**src/design/assert_macros.svh**
```systemverilog
// Assertion macros shared by the token lexer modules.
// No dependencies; included by files that carry concurrent assertions.
`ifndef ASSERT_MACROS_SVH
`define ASSERT_MACROS_SVH

// Property that must hold at every clock edge outside reset.
`define ASSERT_AT(lbl, clk, rstn, prop, msg) \
  lbl: assert property (@(posedge clk) disable iff (!rstn) (prop)) else $error(msg);

// Condition that must never be true at a clock edge outside reset.
`define ASSERT_NEVER(lbl, clk, rstn, cond, msg) \
  lbl: assert property (@(posedge clk) disable iff (!rstn) !(cond)) else $error(msg);

`endif

```
**src/design/rtftl_pkg.sv**
```systemverilog
// Package of the RTF token lexer: token kinds, the token record passed
// from the front end to the back end, and byte classification helpers.
package rtftl_pkg;

  typedef enum logic [3:0] {
    K_GRPSTART  = 4'd0,
    K_GRPEND    = 4'd1,
    K_TEXTCHAR  = 4'd2,
    K_TEXTEND   = 4'd3,
    K_NAMECHAR  = 4'd4,
    K_KWEND     = 4'd5,
    K_ESCAPED   = 4'd6,
    K_HEX       = 4'd7,
    K_CTLSYM    = 4'd8,
    K_TAB       = 4'd9,
    K_PAR       = 4'd10,
    K_EMPTYTEXT = 4'd11,
    K_EOF       = 4'd12
  } kind_e;

  localparam int OUT_PARAM_W = 32;
  localparam int FIFO_DEPTH  = 4;

  // Up to two tokens caused by one input byte; the parameter belongs to
  // whichever token is a keyword end or a hex byte.
  typedef struct packed {
    logic                          two;
    kind_e                         kind0;
    logic [7:0]                    char0;
    kind_e                         kind1;
    logic [7:0]                    char1;
    logic                          has_param;
    logic signed [OUT_PARAM_W-1:0] param;
  } token_rec_t;

  function automatic logic is_alpha(input logic [7:0] b);
    return (b >= 8'h41 && b <= 8'h5A) || (b >= 8'h61 && b <= 8'h7A);
  endfunction

  function automatic logic is_digit(input logic [7:0] b);
    return b >= 8'h30 && b <= 8'h39;
  endfunction

  // Non-hex characters count as nibble zero.
  function automatic logic [3:0] hex_val(input logic [7:0] b);
    logic [7:0] t;
    t = 8'h00;
    if (b >= 8'h30 && b <= 8'h39) begin
      t = b - 8'h30;
    end else if (b >= 8'h61 && b <= 8'h66) begin
      t = b - 8'h57;
    end else if (b >= 8'h41 && b <= 8'h46) begin
      t = b - 8'h37;
    end
    return t[3:0];
  endfunction

endpackage

```
**src/design/rtftl_if.sv**
```systemverilog
// Valid/ready channel interfaces of the RTF token lexer.
// Depends on nothing; the top level and its front and back ends use them.
interface rtftl_in_if;
  logic       valid;
  logic       ready;
  logic [7:0] data_byte;
  logic       end_of_input;

  modport source (output valid, data_byte, end_of_input, input ready);
  modport sink (input valid, data_byte, end_of_input, output ready);
endinterface

interface rtftl_out_if;
  logic               valid;
  logic               ready;
  logic [3:0]         kind;
  logic [7:0]         char_value;
  logic               has_param;
  logic signed [31:0] param;
  logic               last;

  modport source (output valid, kind, char_value, has_param, param, last, input ready);
  modport sink (input valid, kind, char_value, has_param, param, last, output ready);
endinterface

```
**src/design/rtftl_front.sv**
```systemverilog
// Front end of the RTF token lexer: lexing state machine that classifies
// each byte and pushes a record of its tokens. Uses rtftl_pkg, rtftl_if.
module rtftl_front #(
  parameter int PARAM_WIDTH = 32
) (
  input  logic                  clk_i,
  input  logic                  rst_ni,
  rtftl_in_if.sink              in_i,
  input  logic                  full_i,
  output logic                  push_o,
  output rtftl_pkg::token_rec_t rec_o
);
  import rtftl_pkg::*;

  localparam logic [2:0] M_IDLE  = 3'd0;
  localparam logic [2:0] M_TEXT  = 3'd1;
  localparam logic [2:0] M_BSL   = 3'd2;
  localparam logic [2:0] M_NAME  = 3'd3;
  localparam logic [2:0] M_PARAM = 3'd4;
  localparam logic [2:0] M_HEX1  = 3'd5;
  localparam logic [2:0] M_HEX2  = 3'd6;

  logic [2:0]             mode_q, mode_d;
  logic [PARAM_WIDTH-1:0] acc_q, acc_d;
  logic                   neg_q, neg_d;
  logic [3:0]             hi_q, hi_d;

  logic       accept;
  logic [7:0] b;
  logic [1:0] n;
  token_rec_t rec;

  // Handling of a byte seen between tokens.
  logic       idle_n;
  kind_e      idle_kind;
  logic [7:0] idle_char;
  logic [2:0] idle_mode;

  // Keyword end as it would close the current keyword.
  logic                          kw_hp;
  logic [PARAM_WIDTH-1:0]        kw_mag;
  logic signed [OUT_PARAM_W-1:0] kw_prm;

  // Hex byte assembled from the stored high nibble and this byte.
  logic [7:0] hex_v;

  assign b        = in_i.data_byte;
  assign accept   = in_i.valid && !full_i;
  assign in_i.ready = !full_i;

  always_comb begin
    idle_n    = 1'b0;
    idle_kind = K_GRPSTART;
    idle_char = 8'h00;
    idle_mode = M_IDLE;
    priority if (b <= 8'd8 || (b >= 8'd10 && b <= 8'd31)) begin
      idle_n = 1'b0;
    end else if (b == 8'h7B) begin
      idle_n = 1'b1;
    end else if (b == 8'h7D) begin
      idle_n    = 1'b1;
      idle_kind = K_GRPEND;
    end else if (b == 8'h5C) begin
      idle_mode = M_BSL;
    end else begin
      idle_n    = 1'b1;
      idle_kind = K_TEXTCHAR;
      idle_char = b;
      idle_mode = M_TEXT;
    end
  end

  assign kw_hp  = (mode_q == M_PARAM);
  assign kw_mag = neg_q ? (~acc_q + 1'b1) : acc_q;
  assign kw_prm = kw_hp ? OUT_PARAM_W'(signed'(kw_mag)) : '0;

  always_comb begin
    hex_v = {hi_q, hex_val(b)};
    if (hex_v <= 8'd30) begin
      hex_v = hex_v + 8'd1;
    end
  end

  // Next state and the tokens of the current byte.
  always_comb begin
    mode_d = mode_q;
    acc_d  = acc_q;
    neg_d  = neg_q;
    hi_d   = hi_q;
    n      = 2'd0;
    rec    = '0;
    if (in_i.end_of_input) begin
      n = 2'd1;
      rec.kind0 = K_EOF;
      if (mode_q == M_TEXT) begin
        n = 2'd2;
        rec.kind0 = K_TEXTEND;
        rec.kind1 = K_EOF;
      end else if (mode_q == M_NAME || mode_q == M_PARAM) begin
        n = 2'd2;
        rec.kind0     = K_KWEND;
        rec.kind1     = K_EOF;
        rec.has_param = kw_hp;
        rec.param     = kw_prm;
      end
      mode_d = M_IDLE;
      acc_d  = '0;
      neg_d  = 1'b0;
      hi_d   = 4'h0;
    end else begin
      unique case (mode_q)
        M_TEXT: begin
          if (b == 8'd10 || b == 8'd13 || b == 8'd0) begin
            n = 2'd0;
          end else if (b == 8'h5C || b == 8'h7B || b == 8'h7D) begin
            rec.kind0 = K_TEXTEND;
            rec.kind1 = idle_kind;
            rec.char1 = idle_char;
            n         = idle_n ? 2'd2 : 2'd1;
            mode_d    = idle_mode;
          end else begin
            n         = 2'd1;
            rec.kind0 = K_TEXTCHAR;
            rec.char0 = b;
          end
        end
        M_BSL: begin
          n      = 2'd1;
          mode_d = M_IDLE;
          if (is_alpha(b)) begin
            rec.kind0 = K_NAMECHAR;
            rec.char0 = b;
            mode_d    = M_NAME;
            acc_d     = '0;
            neg_d     = 1'b0;
          end else if (b == 8'h5C || b == 8'h7B || b == 8'h7D) begin
            rec.kind0 = K_ESCAPED;
            rec.char0 = b;
          end else if (b == 8'd9) begin
            rec.kind0 = K_TAB;
          end else if (b == 8'd10 || b == 8'd13) begin
            rec.kind0 = K_PAR;
          end else if (b >= 8'd1 && b <= 8'd31) begin
            rec.kind0 = K_EMPTYTEXT;
          end else if (b == 8'h27) begin
            n      = 2'd0;
            mode_d = M_HEX1;
            hi_d   = 4'h0;
          end else if (b == 8'h7C || b == 8'h7E || b == 8'h2D || b == 8'h5F ||
                       b == 8'h3A) begin
            // Symbol keyword: one name letter and a bare keyword end.
            n         = 2'd2;
            rec.kind0 = K_NAMECHAR;
            rec.char0 = b;
            rec.kind1 = K_KWEND;
          end else begin
            rec.kind0 = K_CTLSYM;
            rec.char0 = b;
          end
        end
        M_NAME, M_PARAM: begin
          if (mode_q == M_NAME && is_alpha(b)) begin
            n         = 2'd1;
            rec.kind0 = K_NAMECHAR;
            rec.char0 = b;
          end else if (is_digit(b)) begin
            mode_d = M_PARAM;
            if (mode_q == M_NAME) begin
              neg_d = 1'b0;
              acc_d = PARAM_WIDTH'(b[3:0]);
            end else begin
              // Multiply by ten and add the digit, wrapping at the width.
              acc_d = (acc_q << 3) + (acc_q << 1) + PARAM_WIDTH'(b[3:0]);
            end
          end else if (mode_q == M_NAME && b == 8'h2D) begin
            mode_d = M_PARAM;
            neg_d  = 1'b1;
            acc_d  = '0;
          end else begin
            rec.kind0     = K_KWEND;
            rec.has_param = kw_hp;
            rec.param     = kw_prm;
            if (b == 8'h20) begin
              n      = 2'd1;
              mode_d = M_IDLE;
            end else begin
              rec.kind1 = idle_kind;
              rec.char1 = idle_char;
              n         = idle_n ? 2'd2 : 2'd1;
              mode_d    = idle_mode;
            end
          end
        end
        M_HEX1: begin
          hi_d   = hex_val(b);
          mode_d = M_HEX2;
        end
        M_HEX2: begin
          n             = 2'd1;
          rec.kind0     = K_HEX;
          rec.has_param = 1'b1;
          rec.param     = OUT_PARAM_W'(hex_v);
          hi_d          = 4'h0;
          mode_d        = M_IDLE;
        end
        default: begin
          rec.kind0 = idle_kind;
          rec.char0 = idle_char;
          n         = idle_n ? 2'd1 : 2'd0;
          mode_d    = idle_mode;
        end
      endcase
    end
    rec.two = (n == 2'd2);
  end

  assign push_o = accept && (n != 2'd0);
  assign rec_o  = rec;

  // Lexing state advances on every accepted byte.
  always_ff @(posedge clk_i or negedge rst_ni) begin
    if (!rst_ni) begin
      mode_q <= M_IDLE;
      acc_q  <= '0;
      neg_q  <= 1'b0;
      hi_q   <= 4'h0;
    end else if (accept) begin
      mode_q <= mode_d;
      acc_q  <= acc_d;
      neg_q  <= neg_d;
      hi_q   <= hi_d;
    end
  end

endmodule

```
**src/design/rtftl_fifo.sv**
```systemverilog
// Short queue of token records between the lexer front end and back end.
// Uses rtftl_pkg and assert_macros.svh.
`include "assert_macros.svh"

module rtftl_fifo (
  input  logic                  clk_i,
  input  logic                  rst_ni,
  input  logic                  push_i,
  input  rtftl_pkg::token_rec_t rec_i,
  output logic                  full_o,
  input  logic                  pop_i,
  output logic                  empty_o,
  output rtftl_pkg::token_rec_t rec_o
);
  import rtftl_pkg::*;

  localparam int PTR_W = $clog2(FIFO_DEPTH);
  localparam int CNT_W = $clog2(FIFO_DEPTH + 1);

  token_rec_t       mem_q [FIFO_DEPTH];
  logic [PTR_W-1:0] wr_q, rd_q;
  logic [CNT_W-1:0] cnt_q;

  assign full_o  = (cnt_q == CNT_W'(FIFO_DEPTH));
  assign empty_o = (cnt_q == '0);
  assign rec_o   = mem_q[rd_q];

  // Entry storage, written at the tail.
  always_ff @(posedge clk_i) begin
    if (push_i) begin
      mem_q[wr_q] <= rec_i;
    end
  end

  // Pointers and fill count.
  always_ff @(posedge clk_i or negedge rst_ni) begin
    if (!rst_ni) begin
      wr_q  <= '0;
      rd_q  <= '0;
      cnt_q <= '0;
    end else begin
      if (push_i) begin
        wr_q <= (wr_q == PTR_W'(FIFO_DEPTH - 1)) ? '0 : wr_q + 1'b1;
      end
      if (pop_i) begin
        rd_q <= (rd_q == PTR_W'(FIFO_DEPTH - 1)) ? '0 : rd_q + 1'b1;
      end
      if (push_i && !pop_i) begin
        cnt_q <= cnt_q + 1'b1;
      end else if (!push_i && pop_i) begin
        cnt_q <= cnt_q - 1'b1;
      end
    end
  end

  `ASSERT_NEVER(a_no_push_full, clk_i, rst_ni, push_i && full_o, "push into full queue")
  `ASSERT_NEVER(a_no_pop_empty, clk_i, rst_ni, pop_i && empty_o, "pop from empty queue")
  `ASSERT_AT(a_cnt_bound, clk_i, rst_ni, cnt_q <= CNT_W'(FIFO_DEPTH), "queue count overflow")

endmodule

```
**src/design/rtftl_back.sv**
```systemverilog
// Back end of the RTF token lexer: unpacks each record into one or two
// result transactions from an output register. Uses rtftl_pkg, rtftl_if.
`include "assert_macros.svh"

module rtftl_back (
  input  logic                  clk_i,
  input  logic                  rst_ni,
  input  logic                  empty_i,
  input  rtftl_pkg::token_rec_t rec_i,
  output logic                  pop_o,
  rtftl_out_if.source           out_o
);
  import rtftl_pkg::*;

  token_rec_t hold_q;
  logic       valid_q;
  logic       pos_q;
  kind_e      kind;
  logic       last;
  logic       fire;
  logic       advance;

  assign kind = pos_q ? hold_q.kind1 : hold_q.kind0;
  assign last = pos_q || !hold_q.two;

  // Result fields come straight from the held record.
  assign out_o.valid      = valid_q;
  assign out_o.kind       = kind;
  assign out_o.char_value = pos_q ? hold_q.char1 : hold_q.char0;
  assign out_o.has_param  = hold_q.has_param && (kind == K_KWEND || kind == K_HEX);
  assign out_o.param      = out_o.has_param ? hold_q.param : '0;
  assign out_o.last       = last;

  assign fire    = valid_q && out_o.ready;
  assign advance = !valid_q || (fire && last);
  assign pop_o   = advance && !empty_i;

  // Payload register loads a new record when the current one is done.
  always_ff @(posedge clk_i) begin
    if (pop_o) begin
      hold_q <= rec_i;
    end
  end

  always_ff @(posedge clk_i or negedge rst_ni) begin
    if (!rst_ni) begin
      valid_q <= 1'b0;
      pos_q   <= 1'b0;
    end else if (fire && !last) begin
      pos_q <= 1'b1;
    end else if (advance) begin
      valid_q <= !empty_i;
      pos_q   <= 1'b0;
    end
  end

  `ASSERT_AT(a_second_token, clk_i, rst_ni, !pos_q || (valid_q && hold_q.two),
             "second token selected without a two-token record")

endmodule

```
**src/design/rtf_token_lexer.sv**
```systemverilog
// RTF token lexer: takes one document byte per input transaction and
// emits token transactions (kind, character, optional signed parameter).
// Input channel in_i carries data_byte and end_of_input; output channel
// out_o carries kind, char_value, has_param, param and last, where last
// marks the final token caused by one input byte.
// A byte is taken every cycle while the record queue has room; it leaves
// the front end's lexing state machine in the same cycle and reaches
// the output register by way of the record queue.
// A byte that causes two tokens holds the output register for both;
// bytes that cause none never reach it. Sustained output is one token
// per cycle while the receiver is ready, bounded by the single output register.
// While the receiver stalls, the four-entry record queue fills and then
// in_i.ready drops. Reset clears the lexing state, the queue and the
// output valid; an end_of_input byte also returns the lexer to idle.
// PARAM_WIDTH sets the wrap width of keyword parameters, which are
// sign-extended or cut to 32 bits on output.
module rtf_token_lexer #(
  parameter int PARAM_WIDTH = 32
) (
  input  logic         clk_i,
  input  logic         rst_ni,
  rtftl_in_if.sink     in_i,
  rtftl_out_if.source  out_o
);
  import rtftl_pkg::*;

  logic       push;
  logic       pop;
  logic       full;
  logic       empty;
  token_rec_t push_rec;
  token_rec_t pop_rec;

  // Byte classification and lexing state.
  rtftl_front #(
    .PARAM_WIDTH(PARAM_WIDTH)
  ) u_front (
    .clk_i (clk_i),
    .rst_ni(rst_ni),
    .in_i  (in_i),
    .full_i(full),
    .push_o(push),
    .rec_o (push_rec)
  );

  // Record queue decoupling the two ends.
  rtftl_fifo u_fifo (
    .clk_i  (clk_i),
    .rst_ni (rst_ni),
    .push_i (push),
    .rec_i  (push_rec),
    .full_o (full),
    .pop_i  (pop),
    .empty_o(empty),
    .rec_o  (pop_rec)
  );

  // Token output sequencing.
  rtftl_back u_back (
    .clk_i  (clk_i),
    .rst_ni (rst_ni),
    .empty_i(empty),
    .rec_i  (pop_rec),
    .pop_o  (pop),
    .out_o  (out_o)
  );

endmodule

```
**src/flat_wrapper.sv**
```systemverilog
// flat-port wrapper written by rule: the top's interface ports become plain ports
module rtf_token_lexer_flat import rtftl_pkg::*;
#(
  parameter int PARAM_WIDTH = 32
)
  (clk_i, rst_ni, in_i_valid, in_i_data_byte, in_i_end_of_input, in_i_ready, out_o_valid, out_o_kind, out_o_char_value, out_o_has_param, out_o_param, out_o_last, out_o_ready);
  rtftl_in_if in_i_i ();
  rtftl_out_if out_o_i ();
  input  logic clk_i;
  input  logic rst_ni;
  input wire logic [$bits(in_i_i.valid)-1:0] in_i_valid;
  input wire logic [$bits(in_i_i.data_byte)-1:0] in_i_data_byte;
  input wire logic [$bits(in_i_i.end_of_input)-1:0] in_i_end_of_input;
  output wire logic [$bits(in_i_i.ready)-1:0] in_i_ready;
  output wire logic [$bits(out_o_i.valid)-1:0] out_o_valid;
  output wire logic [$bits(out_o_i.kind)-1:0] out_o_kind;
  output wire logic [$bits(out_o_i.char_value)-1:0] out_o_char_value;
  output wire logic [$bits(out_o_i.has_param)-1:0] out_o_has_param;
  output wire logic [$bits(out_o_i.param)-1:0] out_o_param;
  output wire logic [$bits(out_o_i.last)-1:0] out_o_last;
  input wire logic [$bits(out_o_i.ready)-1:0] out_o_ready;
  assign in_i_i.valid = in_i_valid;
  assign in_i_i.data_byte = in_i_data_byte;
  assign in_i_i.end_of_input = in_i_end_of_input;
  assign in_i_ready = in_i_i.ready;
  assign out_o_valid = out_o_i.valid;
  assign out_o_kind = out_o_i.kind;
  assign out_o_char_value = out_o_i.char_value;
  assign out_o_has_param = out_o_i.has_param;
  assign out_o_param = out_o_i.param;
  assign out_o_last = out_o_i.last;
  assign out_o_i.ready = out_o_ready;
  rtf_token_lexer #(.PARAM_WIDTH(PARAM_WIDTH)) u_core (.clk_i(clk_i), .rst_ni(rst_ni), .in_i(in_i_i), .out_o(out_o_i));
endmodule
```
**config.mk**
```make
export PLATFORM = sky130hd
export DESIGN_NAME = rtf_token_lexer_flat
export DESIGN_NICKNAME = d
export VERILOG_FILES = /design/src/design/rtftl_pkg.sv /design/src/design/rtftl_if.sv /design/src/design/rtftl_front.sv /design/src/design/rtftl_fifo.sv /design/src/design/rtftl_back.sv /design/src/design/rtf_token_lexer.sv /design/src/flat_wrapper.sv
export VERILOG_INCLUDE_DIRS = /design/src /design/src/design
export SDC_FILE = /design/constraint.sdc
export NUM_CORES = 1
export LEC_CHECK = 0
export BUFFER_PORTS_ARGS = -buffer_cell sky130_fd_sc_hd__buf_2
export CORE_MARGIN = 8
export CORE_UTILIZATION = 62
export DETAILED_ROUTE_END_ITERATION = 16
export PLACE_DENSITY = 0.89
export RECOVER_POWER = 25
export SLEW_MARGIN = 20
export SYNTH_ARGS = -nofsm -noshare
export SYNTH_HDL_FRONTEND = slang
export SYNTH_SLANG_ARGS = --single-unit
```
**constraint.sdc**
```tcl
create_clock -name clk_i -period 4.54 [get_ports clk_i]
set_input_delay 0.908 -clock clk_i [delete_from_list [all_inputs] [get_ports clk_i]]
set_output_delay 0.908 -clock clk_i [all_outputs]
set_load 0.01 [all_outputs]
```
After elaboration in Yosys (flattened, before gate mapping)
Memory sizes are Yosys's and may differ from the RTL's. A register that Yosys moved wholly into a read port is not among the register bits. Cells that the tools add are included.

Logic and storage cells: 255. Bits in registers: 49. Memories: 1. Output and inout bits: 48. Memory bits (writable): 232.

Memory list: u_core.u_fifo.mem_q (words 4, width 58, read ports 1, clocked after Yosys merged registers in 1, wr ports 1, RTL line rtftl_fifo.sv:20) `token_rec_t mem_q [FIFO_DEPTH];`.

Reductions and logical operators: 53. Equality and inequality tests: 37. Add/sub/neg operators: 11. Magnitude comparators: 13. Mux-type cells: 129. Bitwise operators: 2.

Operators by type and width (number): two-way mux 32 bit (9); two-way mux 45 bit (3); two-way mux 33 bit (3); two-way mux 12 bit (8); two-way mux 4 bit (23); two-way mux 8 bit (10); one-hot mux 33 bit (2 select lines) (1); one-hot mux 32 bit (2 select lines) (1); two-way mux 3 bit (20); two-way mux 2 bit (25); equality test 8 x 7 -> 1 bit, second input constant (6); adder 32 x 1 -> 32 bit, second input constant (1); adder 32 bit (1); adder 32 x 4 -> 32 bit (1); equality test 8 x 6 -> 1 bit, second input constant (4); less-or-equal comparator 8 x 7 -> 1 bit, second input constant (4); NOT 32 bit (1); one-hot mux 8 bit (4 select lines) (1); != test 3 bit, second input constant (9); equality test 8 x 4 -> 1 bit, second input constant (3); one-hot mux 4 bit (3 select lines) (2); two-way mux 22 bit (1); one-hot mux 4 bit (5 select lines) (1); logical AND 1 bit (18); other kinds (40) (89).

Longest topological paths before layout
Gate-level depths: netlist of the first run.

Word-level depth: 20. Depth in mapped cells: 18.

Modules after synthesis
A second synthesis of the first run with hierarchy kept.

Cells, all modules: 1205. Area total of the unflattened synthesis: 16703.5 um^2.

By module, submodules not included: rtftl_fifo (cells an instance 341, times used 1, area each 8854.7 um^2); rtftl_front (cells an instance 744, times used 1, area each 5586.6 um^2); rtftl_back (cells an instance 120, times used 1, area each 2262.2 um^2).

Worst setup path before layout of the first run
OpenSTA, ideal clock, no wires.

Kind: input-to-reg. Start: in in_i_data_byte[0]. End: mem u_core.u_fifo.mem_q[0][0] (netlist name) (enable). Stages: 13. Setup slack: -0.410 ns. Path buffers: 3. Data required time: 4.118 ns. Arrival: 4.528 ns. Path through: clkbuf_1 -> inv_1 -> ha_1 -> buf_2 -> o21bai_1 -> a21oi_1 -> a211o_1 -> or2_1 -> buf_6 -> o211ai_2 -> a21oi_2 -> a31oi_4 -> and2_1.

Word-level cells in the longest chain between the ends: 18. Elaborated cells on any way between the ends: 66. Classes of those cells: order compare: 10; eq/ne: 13; mux: 23; reduce/logical: 20.

RTL lines: from (decl) (RTL line flat_wrapper.sv:12) `input wire logic [$bits(in_i_i.data_byte)-1:0] in_i_data_byte;`; branches (longest 12 deep; another with >= comparator 8 x 4 -> 1 bit); one-hot mux 2 bit (5 select lines) (*) (RTL line rtftl_front.sv:111) `unique case (mode_q)`; two-way mux 2 bit (*) (RTL line rtftl_front.sv:92) `if (in_i.end_of_input) begin`; nonzero test 2 bit (*) (RTL line rtftl_front.sv:217) `assign push_o = accept && (n != 2'd0);`; logical AND 1 bit (*) (RTL line rtftl_front.sv:217); via u_core.push (RTL line rtf_token_lexer.sv:27) `logic push;`; two-way mux 1 bit (*) (RTL line rtftl_fifo.sv:30) `if (push_i) begin`; two-way mux 1 bit (not written as such) (*) (RTL line rtftl_fifo.sv:31) `mem_q[wr_q] <= rec_i;`; to (decl) (RTL line rtftl_fifo.sv:20).

Mark *: on every way through the listed nets, which the timed path passes.

Final worst setup path of the first run
Start: in in_i_data_byte[0]. End: reg u_core.u_fifo.cnt_q[2].

Word-level cells in the longest chain between the ends: 19. Elaborated cells on any way between the ends: 69. Classes of those cells: order compare: 10; eq/ne: 13; mux: 22; reduce/logical: 24.

RTL lines: branches (longest 12 deep; another with >= comparator 8 x 4 -> 1 bit); one-hot mux 2 bit (5 select lines) (*) (RTL line rtftl_front.sv:111); two-way mux 2 bit (*) (RTL line rtftl_front.sv:92); nonzero test 2 bit (*) (RTL line rtftl_front.sv:217); logical AND 1 bit (*) (RTL line rtftl_front.sv:217); via u_core.push (RTL line rtf_token_lexer.sv:27); zero test 1 bit (RTL line rtftl_fifo.sv:50) `end else if (!push_i && pop_i) begin`; logical AND 1 bit (RTL line rtftl_fifo.sv:50); nonzero test 2 bit (no line); to (signal assigned) (RTL line rtftl_fifo.sv:49) `cnt_q <= cnt_q + 1'b1;`; to (signal assigned) (RTL line rtftl_fifo.sv:51) `cnt_q <= cnt_q - 1'b1;`; to (decl) (RTL line rtftl_fifo.sv:22) `logic [CNT_W-1:0] cnt_q;`.

Marked as above. A chain may end at the register's enable or synchronous reset.

==> results of run 1 <==
==> routing by layer <==
layer,up-vias,global-route usage
li1,4754,-
met1,5417,0.3206
met2,513,0.3866
met3,94,0.04173
met4,0,0.08203
met5,-,0
==> stage by stage <==
stage | hold WS (ns) | total power [W]
3_5_place_dp | 0.5098 | 0.006819
6_report | 0.4593 | 0.009452
4_1_cts | 0.2946 | 0.009466
5_1_grt | 0.4977 | 0.009794
3_3_place_gp | 0.5014 | 0.006698
2_1_floorplan | 0.4755 | 0.006067
==> flip-flops by register name, summed over array words and instances (netlist names) <==
signal / cells
u_core.u_fifo.mem_q: 232
u_core.u_fifo.rd_q: 2
u_core.u_front.hi_q: 4
u_core.u_front.mode_q: 3
u_core.u_back.out_o.valid: 1
u_core.u_back.hold_q: 58
u_core.u_back.pos_q: 1
u_core.u_fifo.cnt_q: 3
u_core.u_front.neg_q: 1
u_core.u_front.acc_q: 32
u_core.u_fifo.wr_q: 2
==> logic make-up after synthesis <==
| group | after synthesis |
|---|---|
| flip-flops | 339 |
| adder cells (fa/ha/maj) | 74 |
| AND/OR/NAND/NOR | 307 |
| XOR/XNOR | 61 |
| multiplexers | 79 |
| AO/OA/AOI/OAI | 241 |
| buffers and inverters | 92 |
==> final timing paths <==
| path | startpoint | endpoint | slack (ns) |
|---|---|---|---|
| max | in_i_data_byte[0] | u_core.u_fifo.cnt_q[2] | 0.64 |
| min | rst_ni | u_core.u_fifo.cnt_q[0] | 0.46 |
| max reg2reg | u_core.u_front.mode_q[1] | u_core.u_fifo.cnt_q[2] | 0.65 |
| min reg2reg | u_core.u_fifo.cnt_q[2] | u_core.u_fifo.cnt_q[2] | 0.53 |
| max in group asynchronous | rst_ni | u_core.u_fifo.rd_q[1] | 1.42 |
| min in group clk_i | u_core.u_fifo.cnt_q[2] | u_core.u_fifo.cnt_q[2] | 0.53 |
==> layout make-up <==
class | count | area [um^2] | share of cell area
flip-flops and latches | 339 | 9936 | 0.5399
multi-input cells | 762 | 6347 | 0.3449
clock buffers | 43 | 884.6 | 0.04807
well taps | 341 | 426.7 | 0.02318
repair buffers | 89 | 553.0 | 0.03005
clock inverters | 16 | 131.4 | 0.007139
inverters | 33 | 123.9 | 0.006731
==> report_power, final <==
part           leakage, nW  total (W)  internal, W  switching, W
Combinational         3.11    0.00211     0.000988       0.00112
Clock                0.489    0.00261      0.00145       0.00115
Sequential            3.42    0.00474      0.00430      0.000443
Total                 7.02    0.00945      0.00674       0.00272
==> critical path, delay by kind of cell <==
family | cells | cell delay, ns
adder cells (fa/ha/maj) | 3 | 1.01
buffers and inverters | 3 | 0.44
AND/OR/NAND/NOR | 4 | 0.86
AO/OA/AOI/OAI | 4 | 0.80
XOR/XNOR | 2 | 0.30
==> cell usage in the layout, fill, tap and decap left out, drive strengths merged, types with 4 or more instances in the layout <==
cell / synthesis / final
o211ai: 6 / 6
o41ai: 6 / 6
nand4: 10 / 10
xor2: 29 / 29
mux2: 19 / 19
nand2b: 8 / 8
o22ai: 13 / 13
a21oi: 47 / 47
a32o: 4 / 4
mux4: 58 / 58
o31ai: 16 / 16
nand2: 71 / 71
ha: 71 / 71
and2: 50 / 50
nor3: 20 / 20
a21o: 14 / 14
nor4: 14 / 14
nand3: 11 / 11
a31oi: 5 / 5
o21ai: 52 / 52
nor2b: 5 / 5
nor2: 76 / 76
inv: 32 / 35
dfrtp: 49 / 49
clkbuf: 38 / 50
edfxtp: 290 / 290
nand3b: 4 / 4
or4: 4 / 4
or3: 14 / 14
clkinv: 1 / 10
xnor2: 32 / 32
o21a: 10 / 10
a22o: 28 / 28
buf: 21 / 82
==> results.py, run 1 <==
metrics = {
    "run_status": {
        "status": "finished with violations",
        "violations": "capacitance limit, slew limit",
    },
    "synth": {
        "ys.flop_type": "edfxtp_1",
        "synth-async-reset-ratio": 0.1445,
        "synth_simple_gate_area_frac": 0.09707,
        "synth_mux_area_frac": 0.09256,
        "synth_common_cells": "edfxtp_1, nor2_1, ha_1, nand2_1, mux4_2",
        "synth_area_mm2": 0.01664,
        "synth.avg_cell_area_um2": 13.95,
        "yosysTopAreaCell": "edfxtp_1",
        "synth_seq_cells": 339,
        "ys_warn_count": 0,
        "synth_fp_nets": 1280,
        "yosys.area_share.adder": 0.05699,
        "synth_compound_area_frac": 0.1017,
        "synth_xor_area_frac": 0.03211,
        "synth_top_area_frac": 0.5233,
        "synth_edf_count": 290,
        "seq_area_frac_synth": 0.5970,
        "synth_most_common_cell": "edfxtp_1",
        "synth.distinct_cells": 83,
        "ys_top_cells_by_area": "edfxtp_1, mux4_2, dfrtp_1, ha_1, and2_1",
        "synth_top_family_by_area": "compound AO/OA/AOI/OAI gates",
        "synthCells": 1193,
    },
    "sta": {
        "relSlewSlack": -1.018,
        "layout_worst_path_cycle_share": 0.8598,
        "setup_viol": 0,
        "fin_crit_ns": 3.904,
        "fin_worst_skew_ns": 0.01718,
        "tightest_slew_ns": 3.027,
        "rsz0062_at_grt": "no",
        "max_freq_ghz": 0.2562,
        "hold_violations": 0,
        "setup_slack_ns": 0.6363,
        "drv_slew": 150,
        "setup-tns-final_ns": 0,
    },
    "clock_network": {
        "cts_tree": "yes",
        "clk_pin_slew_worst_paths_ns": 0.07,
        "post_cts_buffers": 0,
        "cts_root_buf": "clkbuf_16",
        "htree_num_levels": 2,
        "ctsHoldBuffers": 0,
        "cts_made_buffers": 34,
        "cts_resized": 0,
        "clk_latency_ns": 0.51,
        "cts_sinks": 339,
        "cts_buffer_depth": 3,
    },
    "finish": {
        "nets": 1346,
        "final_core_util": 0.6905,
        "area_growth_pct": 10.59,
        "fin_area_mm2": 0.01840,
        "stdcell_count": 1623,
        "n_antenna_cell": 0,
        "fill_cells": 1653,
        "drive_gt1_frac": 0.1825,
    },
    "floorplanning": {
        "ioPinCount": 61,
        "die_w_um": 179.8,
        "num_rows": 60,
        "start_util": 0.6244,
        "core_area_mm2": 0.02665,
        "dieArea_mm2": 0.03234,
        "die_h_um": 179.8,
    },
    "grt": {
        "grt_start_max_net_pins": 61,
        "antenna_found_initial": 0,
        "grt_util_all_layers": 0.2376,
        "first_global_vias": 10660,
        "grt_pass1_wl_um": 60870,
        "overflow": 0,
    },
    "drt": {
        "dr.pass1.iters": 5,
        "vias": 10780,
        "highest_layer": "met4",
        "drt_wl_total_um": 38950,
        "route.met2.wl_um": 18650,
        "initialDrtViolationCount": 1162,
        "post_drt_via_cell_ratio": 6.641,
        "antenna_left": 0,
        "drt-wirelength-per-cell_um": 24.00,
        "m1WireLength_um": 16080,
        "drc": 0,
        "wl_met3_um": 3069,
    },
    "flow_run": {
        "max_cap_violations": 3,
    },
    "worst_setup_path": {
        "endpoint_kind": "register",
        "worstPathRequired_ns": 4.97,
        "max_stage_delay_ns": 0.43,
        "crit_arrival_ns": 4.33,
        "cpMaxStageDelayCell": "nor3_1",
        "crit_path_max_fanout": 13,
        "crit_type": "input port to register",
        "crit_path_cell_trace": "buf_2 > inv_1 > ha_1 > nor4b_4 > o2bb2ai_1 > nor3_1 > nor2_1 > o211ai_1 > o211ai_1 > a31oi_4 > ha_1 > inv_1 > fa_1 > xor2_1 > nor2_1 > xor2_1",
        "critPathLaunchType": "input port",
        "worst-r2r-cell-count": 14,
    },
    "placed_design": {
        "port_buffers": 60,
        "dpl_worst_slack_ns": 0.2097,
        "post-dp-hpwl_um": 24280,
        "gp_congestion": 0.9258,
        "dpl.cell_count": 1564,
        "dpl_cell_area_mm2": 0.01741,
    },
    "power": {
        "leakagePower_nw": 7.022,
        "power_density_mw_per_mm2": 513.6,
        "max-vdd-ir-drop_mv": 0.3719,
    },
    "min_path": {
        "hp-class": "input port to asynchronous set/reset pin",
    },
}
(Power assumes the default switching activity.)
==> run 2: changes to the inputs <==
--- a/config.mk
+++ b/config.mk
@@ -6,11 +6,12 @@
 export SDC_FILE = /design/constraint.sdc
 export NUM_CORES = 1
 export LEC_CHECK = 0
+export ABC_AREA = 1
 export BUFFER_PORTS_ARGS = -buffer_cell sky130_fd_sc_hd__buf_2
 export CORE_MARGIN = 8
-export CORE_UTILIZATION = 62
+export CORE_UTILIZATION = 63
 export DETAILED_ROUTE_END_ITERATION = 16
-export PLACE_DENSITY = 0.89
+export PLACE_DENSITY = 0.9
 export RECOVER_POWER = 25
 export SLEW_MARGIN = 20
 export SYNTH_ARGS = -nofsm -noshare
==> results.py, run 2 <==
metrics = {
    "finish": {
        "n_antenna_cell": 0,
        "stdcell_count": 2255,
        "drive_gt1_frac": 0.1007,
        "layout_common_cells": "edfxtp_1, nand2_1, nor2_1, o21ai_0, inv_1",
        "reg_top3": "u_core.u_fifo.mem_q x232, u_core.u_back.hold_q x58, u_core.u_front.acc_q x32",
        "area_growth_pct": 10.24,
        "registers.top_by_ff_count": "u_core.u_fifo.mem_q",
        "nets": 1941,
        "largest_reg_flops": 232,
        "final_common_cell": "edfxtp_1",
        "fin_area_mm2": 0.01922,
        "final_core_util": 0.6975,
    },
    "clock_network": {
        "post_cts_buffers": 0,
        "cts_root_buf": "clkbuf_16",
        "clk_pin_slew_worst_paths_ns": 0.07,
        "cts_sinks": 339,
        "cts_resized": 0,
        "cts_buffer_depth": 3,
        "cts_made_buffers": 29,
        "htree_num_levels": 1,
        "clk_latency_ns": 0.56,
        "cts_tree": "yes",
        "ctsHoldBuffers": 0,
    },
    "worst_setup_path": {
        "crit_path_max_fanout": 8,
        "crit_type": "register to register",
        "crit_buf_inv": 3,
        "cp_top_family": "simple AND/OR/NAND/NOR gates",
        "critPathLaunchType": "register",
        "worstPathRequired_ns": 4.97,
        "crit_arrival_ns": 4.37,
        "cpMaxStageDelayCell": "nor3_1",
        "max_stage_delay_ns": 1.06,
        "endpoint_kind": "register",
        "crit_path_cell_trace": "inv_1 > nor3_1 > nor2_4 > nand3_2 > nor2_1 > nor2_1 > nand2_1 > nor2_1 > nand3_1 > nand2_1 > nand3_2 > nand2_2 > inv_1 > ha_1 > inv_1 > fa_1 > mux2_2",
    },
    "synth": {
        "synth-async-reset-ratio": 0.1445,
        "ys_warn_count": 0,
        "synth.distinct_cells": 56,
        "synth_area_mm2": 0.01743,
        "synth_top_area_frac": 0.4996,
        "synth_fp_nets": 1886,
        "ys.flop_type": "edfxtp_1",
        "synthCells": 1799,
        "synth_seq_cells": 339,
        "yosysTopAreaCell": "edfxtp_1",
        "seq_area_frac_synth": 0.5699,
        "synth_edf_count": 290,
        "ys_top_cells_by_area": "edfxtp_1, dfrtp_1, nor2_1, nand2_1, o21ai_0",
        "synth.avg_cell_area_um2": 9.690,
        "synth_most_common_cell": "edfxtp_1",
        "synth_common_cells": "edfxtp_1, nor2_1, nand2_1",
    },
    "floorplanning": {
        "dieArea_mm2": 0.03325,
        "num_rows": 61,
        "core_area_mm2": 0.02755,
        "die_w_um": 182.3,
        "start_util": 0.6327,
        "ioPinCount": 61,
        "die_h_um": 182.3,
    },
    "drt": {
        "drt-wirelength-per-cell_um": 19.85,
        "vias": 13780,
        "drc": 0,
        "drt_wl_total_um": 44770,
        "post_drt_via_cell_ratio": 6.111,
        "antenna_left": 0,
        "initialDrtViolationCount": 1606,
        "dr.pass1.iters": 6,
    },
    "grt": {
        "grt_start_max_net_pins": 119,
        "antenna_found_initial": 0,
        "first_global_vias": 13260,
        "overflow": 0,
        "grt_pass1_wl_um": 70350,
        "grt_util_all_layers": 0.2647,
    },
    "placed_design": {
        "port_buffers": 60,
        "dpl.cell_count": 2201,
        "dpl_cell_area_mm2": 0.01823,
        "post-dp-hpwl_um": 29740,
        "gp_congestion": 0.9308,
    },
    "sta": {
        "fin_crit_ns": 3.944,
        "layout_worst_path_cycle_share": 0.8688,
        "rsz0062_at_grt": "no",
        "drv_slew": 167,
        "hold_violations": 0,
        "setup_viol": 0,
        "max_freq_ghz": 0.2535,
        "relSlewSlack": -0.7459,
        "fin_worst_skew_ns": 0.01478,
        "tightest_slew_ns": 2.619,
    },
    "run_status": {
        "status": "finished with violations",
        "violations": "capacitance limit, slew limit",
    },
    "power": {
        "total_power_w": 0.009923,
        "power_density_mw_per_mm2": 516.4,
        "leakagePower_nw": 7.951,
        "max-vdd-ir-drop_mv": 0.4813,
    },
    "flow_run": {
        "max_cap_violations": 3,
    },
    "min_path": {
        "hp-class": "input port to asynchronous set/reset pin",
    },
}
run 2: cell types whose count changed in the layout (fill, tap and decap cells not counted), moves of 52 or more:
cell | before | now
o21ai_0 | 48 | 196
o22ai_1 | 13 | 65
mux4_2 | 58 | 0
inv_1 | 32 | 162
nor2_1 | 76 | 280
nand3_1 | 11 | 70
nand2_1 | 71 | 284
run 2: final timing paths:
kind / start / endpoint / slack [ns] / depth (start not counted)
max in group asynchronous: rst_ni / u_core.u_fifo.rd_q[0] / 1.27 / 2
hold reg to reg: u_core.u_front.acc_q[31] / u_core.u_front.acc_q[31] / 0.53 / 2
min in group clk_i: u_core.u_front.acc_q[31] / u_core.u_front.acc_q[31] / 0.53 / 2
setup reg to reg: u_core.u_front.mode_q[1] / u_core.u_fifo.cnt_q[1] / 0.60 / 17
setup / recovery: u_core.u_front.mode_q[1] / u_core.u_fifo.cnt_q[1] / 0.60 / 17
hold / removal: rst_ni / u_core.u_front.acc_q[29] / 0.25 / 1
run 2: metal layers:
metal,routed length (um),vias up,track usage
met5,0,-,0
li1,-,6356,-
met1,18260,6560,0.3665
met2,21340,772,0.4409
met3,4203,92,0.03201
met4,963,0,0.06625
run 2: cell families after synthesis:
logic type                 count (synthesis)  share of synthesized area
and+or+nand+nor                          724                     0.1745
xor gates and xnor gates                  38                    0.01909
muxes                                      1                  0.0006459
DFF                                      339                     0.5699
buffers and inverters                    236                    0.05340
AOI/OAI and AO/OA                        387                     0.1281
adders and majority gates                 74                    0.05441
run 2: worst reg2reg max path: cells and delay by family, from the launching register on:
kind | cells | cell delay, ns
flops | 1 | 0.44
buf+inv | 3 | 0.27
mux | 1 | 0.28
fa+ha+maj | 2 | 0.59
simple gates | 11 | 2.25
run 2: area by class of cell:
class / instances / area, um^2
clock buffer: 40 / 817.0
clock inverter: 14 / 205.2
tap: 378 / 473.0
inverter: 174 / 656.9
multi-input combinational: 1224 / 6578
timing repair buffer: 86 / 551.8
fill: 1892 / 8335
sequential: 339 / 9936
run 2: where the power goes:
part           internal, W  switching, W
sequential         0.00435      0.000256
combinational     0.000729       0.00195
clock              0.00155       0.00110
total              0.00662       0.00330
run 2: stage by stage:
stage                     hold slack (ns)  setup slack, ns  TNS [ns]
after floorplan                    0.4686          -0.7813   -181.26
after global placement             0.4900           0.4649         0
after detailed placement           0.5040           0.3298         0
after CTS                          0.1806           0.6994         0
after global routing               0.2637           0.3521         0
final                              0.2521           0.5958         0
